### src/hdl/piezo_note_trigger_unit_defines.svh
// Assertion macros shared by the trigger unit RTL.
// Each macro expects clk and rst_n to be visible where it is used.
`ifndef PIEZO_NOTE_TRIGGER_UNIT_DEFINES_SVH
`define PIEZO_NOTE_TRIGGER_UNIT_DEFINES_SVH

// Consequent holds in the same cycle as the antecedent.
`define PTU_ASSERT_NOW(lbl, ante, cons, msg) \
    lbl: assert property (@(posedge clk) disable iff (!rst_n) (ante) |-> (cons)) \
        else $error(msg);

// Consequent holds in the cycle after the antecedent.
`define PTU_ASSERT_NEXT(lbl, ante, cons, msg) \
    lbl: assert property (@(posedge clk) disable iff (!rst_n) (ante) |=> (cons)) \
        else $error(msg);

`endif

### src/hdl/ptu_pkg.sv
`default_nettype none

package ptu_pkg;

    localparam int SAMPLE_BITS_DEF = 10;
    localparam int TIME_BITS_DEF   = 32;

    localparam int THR_BITS       = 10;
    localparam int DIV_BITS       = 10;
    localparam int OUT_BITS       = 7;
    localparam int WAIT_BITS      = 20;
    localparam int CFG_DATA_BITS  = 20;
    localparam int CFG_INDEX_BITS = 3;

    localparam int WINDOW_US = 100;

    localparam logic [THR_BITS-1:0]  THRESHOLD_RST = THR_BITS'(80);
    localparam logic [DIV_BITS-1:0]  DIVIDER_RST   = DIV_BITS'(8);
    localparam logic [OUT_BITS-1:0]  OUT_LOW_RST   = OUT_BITS'(0);
    localparam logic [OUT_BITS-1:0]  OUT_HIGH_RST  = OUT_BITS'(127);
    localparam logic [WAIT_BITS-1:0] WAIT_RST      = WAIT_BITS'(10000);
    localparam logic [THR_BITS-1:0]  FLOOR_RST     = THR_BITS'(3);
    localparam logic [OUT_BITS-1:0]  NOTE_RST      = OUT_BITS'(0);

    typedef enum logic [CFG_INDEX_BITS-1:0] {
        REG_VELOCITY_MODE = 3'd0,
        REG_THRESHOLD     = 3'd1,
        REG_SCALE_DIVIDER = 3'd2,
        REG_OUTPUT_LOW    = 3'd3,
        REG_OUTPUT_HIGH   = 3'd4,
        REG_WAIT_TIME     = 3'd5,
        REG_FLOOR_LEVEL   = 3'd6,
        REG_NOTE_NUMBER   = 3'd7
    } cfg_reg_t;

    typedef struct packed {
        logic                 velocity_mode;
        logic [THR_BITS-1:0]  threshold;
        logic [DIV_BITS-1:0]  scale_divider;
        logic [OUT_BITS-1:0]  output_low;
        logic [OUT_BITS-1:0]  output_high;
        logic [WAIT_BITS-1:0] wait_time_us;
        logic [THR_BITS-1:0]  floor_level;
        logic [OUT_BITS-1:0]  note_number;
    } cfg_t;

endpackage

`default_nettype wire

### src/hdl/piezo_note_trigger_unit.sv
// An accepted sample passes through ST_EVAL, ST_DIV and ST_DONE, which registers its result once
// the output is free; no new sample is taken before ST_IDLE. ST_DIV waits on the bit-serial divider
// that scales the velocity and aftertouch values, one quotient bit per cycle.
// A waiting result does not block the next sample until that sample's own result is ready.
// Reset (rst_n, asynchronous, active low) restores the control registers, the configuration
// and the trigger state to their defaults; the block is ready on the first cycle after reset.
`default_nettype none

`include "piezo_note_trigger_unit_defines.svh"

module piezo_note_trigger_unit #(
    parameter int SAMPLE_BITS = ptu_pkg::SAMPLE_BITS_DEF,
    parameter int TIME_BITS   = ptu_pkg::TIME_BITS_DEF
) (
    input  wire logic                               clk,
    input  wire logic                               rst_n,
    input  wire logic                               cfg_write,
    input  wire logic [ptu_pkg::CFG_INDEX_BITS-1:0] cfg_index,
    input  wire logic [ptu_pkg::CFG_DATA_BITS-1:0]  cfg_data,
    input  wire logic                               in_valid,
    output logic                                    in_ready,
    input  wire logic [SAMPLE_BITS-1:0]             sample,
    input  wire logic [TIME_BITS-1:0]               time_us,
    output logic                                    out_valid,
    input  wire logic                               out_ready,
    output logic                                    note_valid,
    output logic [ptu_pkg::OUT_BITS-1:0]            note_value,
    output logic [ptu_pkg::OUT_BITS-1:0]            note_id,
    output logic                                    aftertouch_valid,
    output logic [ptu_pkg::OUT_BITS-1:0]            aftertouch_value
);

    localparam int OB    = ptu_pkg::OUT_BITS;
    localparam int LVL_W = (SAMPLE_BITS > ptu_pkg::THR_BITS) ? SAMPLE_BITS : ptu_pkg::THR_BITS;
    localparam int TCW   = (TIME_BITS > ptu_pkg::WAIT_BITS) ? TIME_BITS : ptu_pkg::WAIT_BITS;

    typedef enum logic [1:0] {
        ST_IDLE,
        ST_EVAL,
        ST_DIV,
        ST_DONE
    } state_t;

    ptu_pkg::cfg_t cfg;

    state_t                 state_reg;
    logic [SAMPLE_BITS-1:0] s_reg;
    logic [TIME_BITS-1:0]   now_reg;
    logic                   lockout_reg;
    logic                   held_reg;
    logic                   listening_reg;
    logic [SAMPLE_BITS-1:0] peak_reg;
    logic [LVL_W-1:0]       trough_reg;
    logic [TIME_BITS-1:0]   mark_reg;
    logic [OB-1:0]          at_level_reg;
    logic                   at_live_reg;
    logic                   ev_reg;
    logic                   ev_div_reg;
    logic [OB-1:0]          ev_val_reg;
    logic                   at_div_reg;

    logic                   out_valid_reg;
    logic                   note_valid_reg;
    logic [OB-1:0]          note_value_reg;
    logic [OB-1:0]          note_id_reg;
    logic                   at_valid_reg;
    logic [OB-1:0]          at_value_reg;

    // Outcome of the decision step for the sample held in s_reg.
    logic                   lockout_next;
    logic                   held_next;
    logic                   listening_next;
    logic [SAMPLE_BITS-1:0] peak_next;
    logic [LVL_W-1:0]       trough_next;
    logic [TIME_BITS-1:0]   mark_next;
    logic [OB-1:0]          at_level_next;
    logic                   at_live_next;
    logic                   ev_next;
    logic                   ev_div_next;
    logic [OB-1:0]          ev_val_next;
    logic                   at_div_next;
    logic [SAMPLE_BITS-1:0] div_src;

    logic [TIME_BITS-1:0]   elapsed;
    logic [TCW-1:0]         elapsed_ext;
    logic [LVL_W-1:0]       s_lvl;
    logic [LVL_W-1:0]       thr_lvl;
    logic [LVL_W-1:0]       floor_lvl;
    logic [LVL_W-1:0]       peak_upd_lvl;
    logic [SAMPLE_BITS-1:0] peak_upd;
    logic [LVL_W-1:0]       trough_upd;
    logic                   rising;
    logic                   spike;

    logic                   div_start;
    logic                   div_done;
    logic [SAMPLE_BITS-1:0] quotient;
    logic [OB-1:0]          scaled_val;
    logic [OB-1:0]          at_level_fin;
    logic                   out_free;

    ptu_cfg_regs u_cfg (
        .clk       (clk),
        .rst_n     (rst_n),
        .cfg_write (cfg_write),
        .cfg_index (cfg_index),
        .cfg_data  (cfg_data),
        .cfg       (cfg)
    );

    ptu_divider #(
        .SAMPLE_BITS (SAMPLE_BITS)
    ) u_div (
        .clk      (clk),
        .rst_n    (rst_n),
        .start    (div_start),
        .dividend (div_src),
        .divisor  (cfg.scale_divider),
        .done     (div_done),
        .quotient (quotient)
    );

    assign elapsed     = now_reg - mark_reg;
    assign elapsed_ext = TCW'(elapsed);
    assign s_lvl       = LVL_W'(s_reg);
    assign thr_lvl     = LVL_W'(cfg.threshold);
    assign floor_lvl   = LVL_W'(cfg.floor_level);

    assign rising       = s_reg > peak_reg;
    assign peak_upd     = rising ? s_reg : peak_reg;
    assign peak_upd_lvl = LVL_W'(peak_upd);
    assign trough_upd   = (!rising && (s_lvl < trough_reg) && !listening_reg) ? s_lvl
                                                                            : trough_reg;
    assign spike        = (peak_upd_lvl > trough_upd) &&
                          ((peak_upd_lvl - trough_upd) > thr_lvl);

    always_comb
    begin
        lockout_next   = lockout_reg;
        held_next      = held_reg;
        listening_next = listening_reg;
        peak_next      = peak_reg;
        trough_next    = trough_reg;
        mark_next      = mark_reg;
        at_level_next  = at_level_reg;
        at_live_next   = at_live_reg;
        ev_next        = 1'b0;
        ev_div_next    = 1'b0;
        ev_val_next    = cfg.output_low;
        at_div_next    = 1'b0;
        div_src        = s_reg;

        if (lockout_reg)
        begin
            if ((elapsed_ext > TCW'(cfg.wait_time_us)) && (s_lvl <= floor_lvl))
            begin
                lockout_next = 1'b0;
                mark_next    = now_reg;
            end
        end
        else if (cfg.velocity_mode)
        begin
            if (held_reg)
            begin
                if (s_lvl < thr_lvl)
                begin
                    ev_next       = 1'b1;
                    at_level_next = '0;
                    at_live_next  = 1'b1;
                    held_next     = 1'b0;
                    lockout_next  = 1'b1;
                    peak_next     = '0;
                    trough_next   = thr_lvl;
                    mark_next     = now_reg;
                end
                else
                begin
                    at_div_next  = 1'b1;
                    at_live_next = 1'b1;
                end
            end
            else
            begin
                at_live_next = 1'b0;
                peak_next    = peak_upd;
                trough_next  = trough_upd;
                div_src      = peak_upd;
                if (elapsed_ext >= TCW'(ptu_pkg::WINDOW_US))
                begin
                    if (listening_reg)
                    begin
                        ev_next        = 1'b1;
                        ev_div_next    = 1'b1;
                        held_next      = 1'b1;
                        listening_next = 1'b0;
                    end
                    else if (spike)
                    begin
                        listening_next = 1'b1;
                    end
                    else
                    begin
                        peak_next   = '0;
                        trough_next = thr_lvl;
                    end
                    mark_next = now_reg;
                end
            end
        end
        else
        begin
            if (!held_reg && (s_lvl > thr_lvl))
            begin
                ev_next     = 1'b1;
                ev_val_next = cfg.output_high;
                held_next   = 1'b1;
            end
            else if (held_reg && (s_lvl <= thr_lvl))
            begin
                ev_next      = 1'b1;
                held_next    = 1'b0;
                lockout_next = 1'b1;
                mark_next    = now_reg;
            end
        end
    end

    // Clamp of the quotient; with crossed bounds the lower bound wins below it.
    always_comb
    begin
        if (quotient < SAMPLE_BITS'(cfg.output_low))
        begin
            scaled_val = cfg.output_low;
        end
        else if (quotient > SAMPLE_BITS'(cfg.output_high))
        begin
            scaled_val = cfg.output_high;
        end
        else
        begin
            scaled_val = quotient[OB-1:0];
        end
    end

    assign at_level_fin = at_div_reg ? scaled_val : at_level_reg;
    assign div_start    = (state_reg == ST_EVAL);
    assign out_free     = !out_valid_reg || out_ready;

    always_ff @(posedge clk or negedge rst_n)
    begin
        if (!rst_n)
        begin
            state_reg      <= ST_IDLE;
            lockout_reg    <= 1'b0;
            held_reg       <= 1'b0;
            listening_reg  <= 1'b0;
            peak_reg       <= '0;
            trough_reg     <= LVL_W'(ptu_pkg::THRESHOLD_RST);
            mark_reg       <= '0;
            at_level_reg   <= '0;
            at_live_reg    <= 1'b1;
            ev_reg         <= 1'b0;
            ev_div_reg     <= 1'b0;
            at_div_reg     <= 1'b0;
            out_valid_reg  <= 1'b0;
            note_valid_reg <= 1'b0;
            at_valid_reg   <= 1'b0;
        end
        else
        begin
            if (out_valid_reg && out_ready && !((state_reg == ST_DONE) && out_free))
            begin
                out_valid_reg <= 1'b0;
            end

            unique case (state_reg)
                ST_IDLE:
                begin
                    if (in_valid)
                    begin
                        state_reg <= ST_EVAL;
                    end
                end
                ST_EVAL:
                begin
                    lockout_reg   <= lockout_next;
                    held_reg      <= held_next;
                    listening_reg <= listening_next;
                    peak_reg      <= peak_next;
                    trough_reg    <= trough_next;
                    mark_reg      <= mark_next;
                    at_level_reg  <= at_level_next;
                    at_live_reg   <= at_live_next;
                    ev_reg        <= ev_next;
                    ev_div_reg    <= ev_div_next;
                    at_div_reg    <= at_div_next;
                    state_reg     <= ST_DIV;
                end
                ST_DIV:
                begin
                    if (div_done)
                    begin
                        state_reg <= ST_DONE;
                    end
                end
                ST_DONE:
                begin
                    if (out_free)
                    begin
                        at_level_reg   <= at_level_fin;
                        out_valid_reg  <= 1'b1;
                        note_valid_reg <= ev_reg;
                        at_valid_reg   <= cfg.velocity_mode && held_reg && at_live_reg;
                        state_reg      <= ST_IDLE;
                    end
                end
                default: state_reg <= ST_IDLE;
            endcase
        end
    end

    // Payload registers carry no reset.
    always_ff @(posedge clk)
    begin
        if ((state_reg == ST_IDLE) && in_valid)
        begin
            s_reg   <= sample;
            now_reg <= time_us;
        end
        if (state_reg == ST_EVAL)
        begin
            ev_val_reg <= ev_val_next;
        end
        if ((state_reg == ST_DONE) && out_free)
        begin
            note_value_reg <= ev_reg ? (ev_div_reg ? scaled_val : ev_val_reg) : '0;
            note_id_reg    <= cfg.note_number;
            at_value_reg   <= (cfg.velocity_mode && held_reg && at_live_reg) ? at_level_fin
                                                                             : '0;
        end
    end

    assign in_ready         = (state_reg == ST_IDLE);
    assign out_valid        = out_valid_reg;
    assign note_valid       = note_valid_reg;
    assign note_value       = note_value_reg;
    assign note_id          = note_id_reg;
    assign aftertouch_valid = at_valid_reg;
    assign aftertouch_value = at_value_reg;

    `PTU_ASSERT_NEXT(a_busy_after_accept, in_valid && in_ready, !in_ready, "ready after accept")
    `PTU_ASSERT_NOW(a_lockout_released, lockout_reg, !held_reg, "note held during lockout")
    `PTU_ASSERT_NOW(a_quiet_value, out_valid && !note_valid, note_value == '0, "stray value")
    `PTU_ASSERT_NOW(a_quiet_touch, out_valid && !aftertouch_valid, aftertouch_value == '0, "stray touch")
    `PTU_ASSERT_NEXT(a_div_started, state_reg == ST_EVAL, state_reg == ST_DIV, "divider not started")

endmodule

`default_nettype wire

### src/hdl/ptu_cfg_regs.sv
`default_nettype none

module ptu_cfg_regs (
    input  wire logic                               clk,
    input  wire logic                               rst_n,
    input  wire logic                               cfg_write,
    input  wire logic [ptu_pkg::CFG_INDEX_BITS-1:0] cfg_index,
    input  wire logic [ptu_pkg::CFG_DATA_BITS-1:0]  cfg_data,
    output ptu_pkg::cfg_t                           cfg
);

    ptu_pkg::cfg_t cfg_reg;

    always_ff @(posedge clk or negedge rst_n)
    begin
        if (!rst_n)
        begin
            cfg_reg.velocity_mode <= 1'b0;
            cfg_reg.threshold     <= ptu_pkg::THRESHOLD_RST;
            cfg_reg.scale_divider <= ptu_pkg::DIVIDER_RST;
            cfg_reg.output_low    <= ptu_pkg::OUT_LOW_RST;
            cfg_reg.output_high   <= ptu_pkg::OUT_HIGH_RST;
            cfg_reg.wait_time_us  <= ptu_pkg::WAIT_RST;
            cfg_reg.floor_level   <= ptu_pkg::FLOOR_RST;
            cfg_reg.note_number   <= ptu_pkg::NOTE_RST;
        end
        else if (cfg_write)
        begin
            unique case (ptu_pkg::cfg_reg_t'(cfg_index))
                ptu_pkg::REG_VELOCITY_MODE: cfg_reg.velocity_mode <= cfg_data[0];
                ptu_pkg::REG_THRESHOLD:
                    cfg_reg.threshold <= cfg_data[ptu_pkg::THR_BITS-1:0];
                ptu_pkg::REG_SCALE_DIVIDER:
                    cfg_reg.scale_divider <= cfg_data[ptu_pkg::DIV_BITS-1:0];
                ptu_pkg::REG_OUTPUT_LOW:
                    cfg_reg.output_low <= cfg_data[ptu_pkg::OUT_BITS-1:0];
                ptu_pkg::REG_OUTPUT_HIGH:
                    cfg_reg.output_high <= cfg_data[ptu_pkg::OUT_BITS-1:0];
                ptu_pkg::REG_WAIT_TIME:
                    cfg_reg.wait_time_us <= cfg_data[ptu_pkg::WAIT_BITS-1:0];
                ptu_pkg::REG_FLOOR_LEVEL:
                    cfg_reg.floor_level <= cfg_data[ptu_pkg::THR_BITS-1:0];
                ptu_pkg::REG_NOTE_NUMBER:
                    cfg_reg.note_number <= cfg_data[ptu_pkg::OUT_BITS-1:0];
                default: cfg_reg.velocity_mode <= cfg_reg.velocity_mode;
            endcase
        end
    end

    assign cfg = cfg_reg;

endmodule

`default_nettype wire

### src/hdl/ptu_divider.sv
`default_nettype none

// Restoring divider: one quotient bit per cycle.
module ptu_divider #(
    parameter int SAMPLE_BITS = ptu_pkg::SAMPLE_BITS_DEF
) (
    input  wire logic                         clk,
    input  wire logic                         rst_n,
    input  wire logic                         start,
    input  wire logic [SAMPLE_BITS-1:0]       dividend,
    input  wire logic [ptu_pkg::DIV_BITS-1:0] divisor,
    output logic                              done,
    output logic [SAMPLE_BITS-1:0]            quotient
);

    localparam int DB = ptu_pkg::DIV_BITS;
    localparam int CW = $clog2(SAMPLE_BITS + 1);

    logic [SAMPLE_BITS-1:0] dvd_reg;
    logic [DB-1:0]          rem_reg;
    logic [DB-1:0]          dsr_reg;
    logic [CW-1:0]          count_reg;
    logic                   done_reg;

    logic [DB:0]            rem_shift;
    logic                   fits;
    logic [DB:0]            rem_diff;

    assign rem_shift = {rem_reg, dvd_reg[SAMPLE_BITS-1]};
    assign fits      = rem_shift >= {1'b0, dsr_reg};
    assign rem_diff  = rem_shift - {1'b0, dsr_reg};

    always_ff @(posedge clk or negedge rst_n)
    begin
        if (!rst_n)
        begin
            count_reg <= '0;
            done_reg  <= 1'b0;
        end
        else
        begin
            if (start)
            begin
                count_reg <= CW'(SAMPLE_BITS);
                done_reg  <= 1'b0;
            end
            else if (count_reg != '0)
            begin
                count_reg <= count_reg - 1'b1;
                done_reg  <= (count_reg == CW'(1));
            end
            else
            begin
                done_reg <= 1'b0;
            end
        end
    end

    always_ff @(posedge clk)
    begin
        if (start)
        begin
            dvd_reg <= dividend;
            rem_reg <= '0;
            // A divider of zero behaves as one.
            dsr_reg <= (divisor == '0) ? DB'(1) : divisor;
        end
        else if (count_reg != '0)
        begin
            // The remainder always stays below the divisor, so DB bits hold it.
            rem_reg <= fits ? rem_diff[DB-1:0] : rem_shift[DB-1:0];
            dvd_reg <= {dvd_reg[SAMPLE_BITS-2:0], fits};
        end
    end

    assign done     = done_reg;
    assign quotient = dvd_reg;

endmodule

`default_nettype wire

### config.mk
export PLATFORM = sky130hd
export DESIGN_NAME = piezo_note_trigger_unit
export DESIGN_NICKNAME = d
export VERILOG_FILES = /design/src/hdl/ptu_pkg.sv /design/src/hdl/piezo_note_trigger_unit.sv /design/src/hdl/ptu_cfg_regs.sv /design/src/hdl/ptu_divider.sv
export VERILOG_INCLUDE_DIRS = /design/src /design/src/hdl
export SDC_FILE = /design/constraint.sdc
export NUM_CORES = 1
export LEC_CHECK = 0
export CORE_ASPECT_RATIO = 1.5
export CORE_MARGIN = 4
export CORE_UTILIZATION = 25
export DETAILED_ROUTE_END_ITERATION = 12
export DONT_BUFFER_PORTS = 1
export PLACE_DENSITY = 0.4
export SLEW_MARGIN = 15
export SYNTH_ARGS = -nofsm -noshare
export SYNTH_HDL_FRONTEND = slang
export SYNTH_SLANG_ARGS = --single-unit
### constraint.sdc
create_clock -name clk -period 6.4 [get_ports clk]
set_input_delay 0.64 -clock clk [delete_from_list [all_inputs] [get_ports clk]]
set_output_delay 0.64 -clock clk [all_outputs]
set_load 0.02 [all_outputs]
Word-level counts from Yosys, hierarchy flattened
Index checks and enable logic that the tools add are counted.
{"block": "word_totals", "in_bits": 70, "reg_bits": 248, "word_cells": 195, "output_inout_bits": 25}
{"block": "op_classes", "magnitude_cmp": 13, "n_addsub": 4, "n_eq_ne": 23, "n_reduce_logical": 42, "mux": 77, "bitwise": 2}
{"op": "32-bit two-way mux", "n": 8}
{"op": "10-bit two-way mux", "n": 18}
{"op": "7-bit two-way mux", "n": 12}
{"op": "10-bit greater-than comparator", "n": 4}
{"op": "32-bit by 7-bit >= comparator with 1-bit output (second input constant)", "n": 1}
{"op": "32-bit by 20-bit greater-than comparator with 1-bit output", "n": 1}
{"op": "1-bit two-way mux", "n": 32}
{"op": "32-bit subtractor", "n": 1}
{"op": "10-bit <= comparator", "n": 2}
{"op": "10-bit less-than comparator", "n": 2}
{"op": "10-bit subtractor", "n": 2}
{"op": "2-bit AND reduction", "n": 9}
{"op": "7-bit case mux with 2 select lines", "n": 1}
{"op": "3-bit equality test (second input constant)", "n": 4}
{"op": "1-bit logical AND", "n": 12}
{"op": "6-bit AND reduction", "n": 2}
{"op": "11-bit by 10-bit >= comparator with 1-bit output", "n": 1}
{"op": "10-bit by 7-bit greater-than comparator with 1-bit output", "n": 1}
{"op": "10-bit logical NOT", "n": 1}
{"op": "10-bit by 7-bit less-than comparator with 1-bit output", "n": 1}
{"op": "2-bit by 1-bit != test with 1-bit output (second input constant)", "n": 5}
{"op": "3-bit AND reduction", "n": 3}
{"op": "4-bit two-way mux", "n": 2}
{"op": "2-bit != test (second input constant)", "n": 4}
{"op": "other kinds (20)", "n": 32}

Longest topological paths before layout
{"block": "logic_depth", "word_depth": 12, "depth_mapped": 32, "mapped_depth_nobuf": 29}

By module
Synthesis repeated with hierarchy kept, for this count alone.
{"block": "unflattened", "hier_cells": 1552, "area_unflattened_um2": 15969.1}
{"mod": "piezo_note_trigger_unit", "seq_area_each_um2": 3882.5, "cells_per_inst": 1183, "area_each_um2": 11065.6, "instances": 1}
{"mod": "ptu_cfg_regs", "seq_area_each_um2": 1823.0, "cells_per_inst": 161, "area_each_um2": 2755.1, "instances": 1}
{"mod": "ptu_divider", "seq_area_each_um2": 925.9, "cells_per_inst": 208, "area_each_um2": 2148.3, "instances": 1}

Worst setup path before layout
Ideal clock, no wire load.
{"block": "synth_timing", "kind": "register -> register", "start": "reg s_reg[9], in the netlist s_lvl[9]", "end": "reg trough_reg[8]", "path_stages_with_launch": 28, "path_buffers": 2, "setup_time_ps": 126, "arrival_ps": 5672, "synth_period_minus_slack_ps": 5798, "required_ps": 6274, "path_slack_ps": 602, "cell_sequence": "edfxtp_1 > ha_1 > a21oi_1 > o21ai_0 > nor4_1 > o211ai_1 > clkbuf_1 > o21ai_0 > ha_1 > inv_1 > ha_1 > o32ai_1 > a31oi_1 > o21a_1 > o21a_1 > or4_1 > o311ai_0 > ha_1 > nand4_1 > nor2_1 > nand3_1 > o211ai_1 > a41oi_1 > o41ai_1 > a21oi_2 > buf_2 > nor3_1 > a221o_1"}
{"block": "synth_between", "elab_chain_len": 12, "elab_cells_between_ends": 18, "classes_between": "add/sub: 1; order compare: 5; eq/ne: 1; mux: 6; reduce/logical: 5"}
{"element": "start: declaration", "line": "piezo_note_trigger_unit.sv:47", "source": "logic [SAMPLE_BITS-1:0] s_reg;"}
{"element": "start signal: assignment", "line": "piezo_note_trigger_unit.sv:327", "source": "s_reg <= sample;"}
{"element": "10-bit greater-than comparator", "line": "piezo_note_trigger_unit.sv:129", "source": "assign rising = s_reg > peak_reg;"}
{"element": "1-bit logical NOT", "line": "piezo_note_trigger_unit.sv:132", "source": "assign trough_upd = (!rising && (s_lvl < trough_reg) && !listening_reg) ? s_lvl"}
{"element": "1-bit logical AND (2 in a row)", "line": "piezo_note_trigger_unit.sv:132"}
{"element": "10-bit two-way mux", "line": "piezo_note_trigger_unit.sv:132"}
{"element": "10-bit subtractor", "line": "piezo_note_trigger_unit.sv:135", "source": "((peak_upd_lvl - trough_upd) > thr_lvl);"}
{"element": "10-bit greater-than comparator", "line": "piezo_note_trigger_unit.sv:135"}
{"element": "1-bit logical AND", "line": "piezo_note_trigger_unit.sv:134", "source": "assign spike = (peak_upd_lvl > trough_upd) &&"}
{"element": "10-bit two-way mux", "line": "piezo_note_trigger_unit.sv:197", "source": "else if (spike)"}
{"element": "10-bit two-way mux", "line": "piezo_note_trigger_unit.sv:190", "source": "if (listening_reg)"}
{"element": "10-bit two-way mux", "line": "piezo_note_trigger_unit.sv:188", "source": "if (elapsed_ext >= TCW'(ptu_pkg::WINDOW_US))"}
{"element": "10-bit two-way mux", "line": "piezo_note_trigger_unit.sv:163", "source": "if (held_reg)"}
{"element": "end signal: assignment", "line": "piezo_note_trigger_unit.sv:258", "source": "trough_reg <= LVL_W'(ptu_pkg::THRESHOLD_RST);"}
{"element": "end signal: assignment", "line": "piezo_note_trigger_unit.sv:290", "source": "trough_reg <= trough_next;"}
{"element": "end: declaration", "line": "piezo_note_trigger_unit.sv:53", "source": "logic [LVL_W-1:0] trough_reg;"}
Several ways; a longest one is shown, not always the timed one.
A chain may end at the register's enable or synchronous reset.

Worst setup path after layout
{"block": "layout_timing", "start": "reg peak_reg[9]", "end": "reg peak_reg[2]"}
{"block": "layout_between", "elab_chain_len": 12, "elab_cells_between_ends": 14, "classes_between": "add/sub: 1; order compare: 3; mux: 6; reduce/logical: 4"}
{"element": "start: declaration", "line": "piezo_note_trigger_unit.sv:52", "source": "logic [SAMPLE_BITS-1:0] peak_reg;"}
{"element": "start signal: assignment", "line": "piezo_note_trigger_unit.sv:289", "source": "peak_reg <= peak_next;"}
{"element": "10-bit greater-than comparator", "line": "piezo_note_trigger_unit.sv:129"}
{"element": "1-bit logical NOT", "line": "piezo_note_trigger_unit.sv:132"}
{"element": "1-bit logical AND (2 in a row)", "line": "piezo_note_trigger_unit.sv:132"}
{"element": "10-bit two-way mux", "line": "piezo_note_trigger_unit.sv:132"}
{"element": "10-bit subtractor", "line": "piezo_note_trigger_unit.sv:135"}
{"element": "10-bit greater-than comparator", "line": "piezo_note_trigger_unit.sv:135"}
{"element": "1-bit logical AND", "line": "piezo_note_trigger_unit.sv:134"}
{"element": "10-bit two-way mux", "line": "piezo_note_trigger_unit.sv:197"}
{"element": "10-bit two-way mux", "line": "piezo_note_trigger_unit.sv:190"}
{"element": "10-bit two-way mux *", "line": "piezo_note_trigger_unit.sv:188"}
{"element": "10-bit two-way mux *", "line": "piezo_note_trigger_unit.sv:163"}
Every way passes the cells marked *; elsewhere a longest branch is shown, timed or not.

==> results.tsv <==
metric	value	unit
postSynth.asyncResetShare	0.597	
placed_cells	2313	
synthFlopType	dfrtp_1	
place_area	16500	sq um
grtUsageTotal	0.140	
die_x	211	um
clk_pin_slew	0.06	ns
root_buffer	clkbuf_16	
grt_overflow	0	
hold_path_class	input pin to asynchronous set/reset pin	
fp-row-count	111	
first_pass_iters	5	
cp.required	6.85	ns
wl_per_cell	19.9	um
synth-edff-count	90	
initial_utilization	0.253	
fp.dieH	312	um
final_cell_area	17600	sq um
vias	11570	
cp_max_fo	10	
port_buffers	0	
timing.max_cap.violations	0	
layout_common_cells	151 x inv_1, 138 x ha_1, 128 x dfrtp_1	
syn_nets	1758	
ys_ff_latch	248	
max-slew-margin-rel	0.220	
period_minus_slack	5.92	ns
path_class	flip-flop to flip-flop	
cts_buffers	29	
cp-start-kind	flip-flop	
post-route-drc-count	0	
irDropWorstVdd	0.000238	V
status	finished clean	
initialDrtViolationCount	529	
dpl.hpwl	36.1	mm
worst_pin_slew	1.16	ns
crit_arrival	6.37	ns
viasPerCell	4.88	
wl_met2	25.8	mm
end_kind	flip-flop	
synthCells	1546	
power.density	538	nW/um^2
place_congestion	0.850	
syn_to_final_growth	14.1	%
fin_crit_sh	0.925	
layout_commonest_cell	inv_1	
die-area	65900	sq um
timing.hold.ws	0.0508	ns
fin_nets	1767	
wl_met3	1.89	mm
drive_gt1_frac	0.138	
ys_seq_area_frac	0.430	
grt_antenna_before_repair	3	
grt_max_degree	149	
ys_warn_count	0	
grt_pass1_wl	72.5	mm
final.setup.tns	0	ns
wl	47.1	mm
io_pins	95	
routed.top_layer	met4	
fmax	0.169	GHz
grt_pass1_vias	12097	
drtAntennaViolNets	0	
clock_path_buffers	3	
final_core_util	0.288	
final-setup-viol-count	0	
finalHoldViolCount	0	
final_max_slew_viol_count	0	
largest_reg_flops	72	
synthDistinctLibCells	81	
syn_area_per_cell	9.98	sq um
htreeDepth	1	
core	61100	sq um
syn_area	15400	sq um
final_cells	2370	
clock_latency	0.57	ns
p_leak	7.30	nW
wl_met1	18.0	mm
clock_skew	0.0163	ns
cts.sinks	248	
cts_tree	done	
## layer usage
layer	up-vias	GRT usage
met5	-	0
met4	0	0.0419
met3	72	0.0220
met2	227	0.273
met1	5627	0.153
li1	5644	-
## what timing repair did
| item | in CTS | in global routing |
|---|---|---|
| resized for setup | 0 | 13 |
| hold buffers | 1 | 0 |
| endpoints found under the setup margin | 0 | 21 |
| endpoints found under the hold margin | 148 | 0 |
| buffers inserted | 0 | 1 |
## metrics by stage
| stage | worst slack, ns | power [mW] |
|---|---|---|
| after floorplan | 0.602 | 6.25 |
| after global placement | 0.249 | 7.62 |
| after detailed placement | 0.226 | 7.66 |
| after CTS | 0.168 | 9.61 |
| after global routing | -0.00366 | 10.4 |
| final | 0.483 | 9.47 |
## layout make-up
| type | count | area [sq um] |
|---|---|---|
| tap | 791 | 990 |
| sequential | 248 | 6630 |
| multi-input combinational | 1085 | 8030 |
| antenna | 2 | 5.00 |
| clock inverter | 19 | 303 |
| fill | 6445 | 43500 |
| inverter | 151 | 567 |
| clock buffer | 34 | 754 |
| timing repair buffer | 40 | 324 |
## where the power goes
| part | internal, mW | switching (mW) | total (mW) |
|---|---|---|---|
| logic | 2.09 | 2.92 | 5.01 |
| clock network | 1.16 | 0.692 | 1.85 |
| registers | 2.24 | 0.368 | 2.60 |
## Yosys cell counts (all sizes together) (4+ instances only)
cell     count  area (sq um)
o21ai      105           526
edfxtp      90          2700
a22o         7          61.3
dfstp       20           526
nor2       106           398
or2          5          31.3
a21o        32           240
a221oi      10          87.6
inv        151           567
and3         6          37.5
o2111ai      4          35.0
a211o        4          35.0
xor2        11          96.3
nand4       29           188
buf         10          68.8
a21oi       88           444
or4          5          37.5
nand2b      20           125
nand2      108           405
a31oi        7          43.8
nand3       26           130
dfxtp       10           200
xnor2       21           184
nor3        36           180
a211oi      21           158
o21a        20           150
a21boi       6          45.0
ha         140          1750
dfrtp      128          3200
o22ai        4          25.0
or3          6          37.5
clkbuf      52           195
mux2       115          1290
mux2i       12           120
o311ai       4          35.0
o211ai      20           150
nor2b       13          81.3
nor4        11          75.1
and2         9          56.3
o221ai       4          35.0
a221o        8          80.1
o31a         6          53.8
## final timing paths
check | slack, ns | start | cells after the start | to
min in group clk | 0.17 | sample[0] | 0 | s_lvl[0]
max | 0.48 | peak_reg[9] | 26 | peak_reg[2]
max reg2reg | 0.48 | peak_reg[9] | 26 | peak_reg[2]
min reg2reg | 0.44 | u_cfg.cfg[1] | 0 | note_id[1]
min | 0.05 | rst_n | 1 | peak_reg[1]
max in group asynchronous | 5.65 | rst_n | 1 | aftertouch_valid
## worst max-delay path: stages (launching register included)
cell and delay (ns):
dfrtp_1 0.35, inv_1 0.06, ha_1 0.32, nand2_1 0.09, o211ai_1 0.43, o31ai_4 0.20, o211ai_1 0.32, buf_4 0.29
mux2i_1 0.42, ha_1 0.33, o21ai_0 0.15, a31oi_1 0.10, o21a_1 0.21, o21a_1 0.18, or4_1 0.39, o311ai_0 0.13
ha_1 0.32, a21o_1 0.16, a21oi_1 0.14, o21ai_0 0.11, o211ai_1 0.09, a41oi_1 0.06, o41ai_1 0.17, a21oi_2 0.15
buf_4 0.20, a21o_1 0.21, a32o_1 0.21
## kinds of logic after synthesis
family	Yosys count	share of synthesized area
AO/OA/AOI/OAI	387	0.165
XOR/XNOR	32	0.0182
adder cells (fa/ha/maj)	143	0.117
buffers and inverters	213	0.0538
flip-flops	248	0.430
multiplexers	127	0.0917
AND/OR/NAND/NOR	396	0.124
No activity file was read; power rests on OpenSTA's default activity.
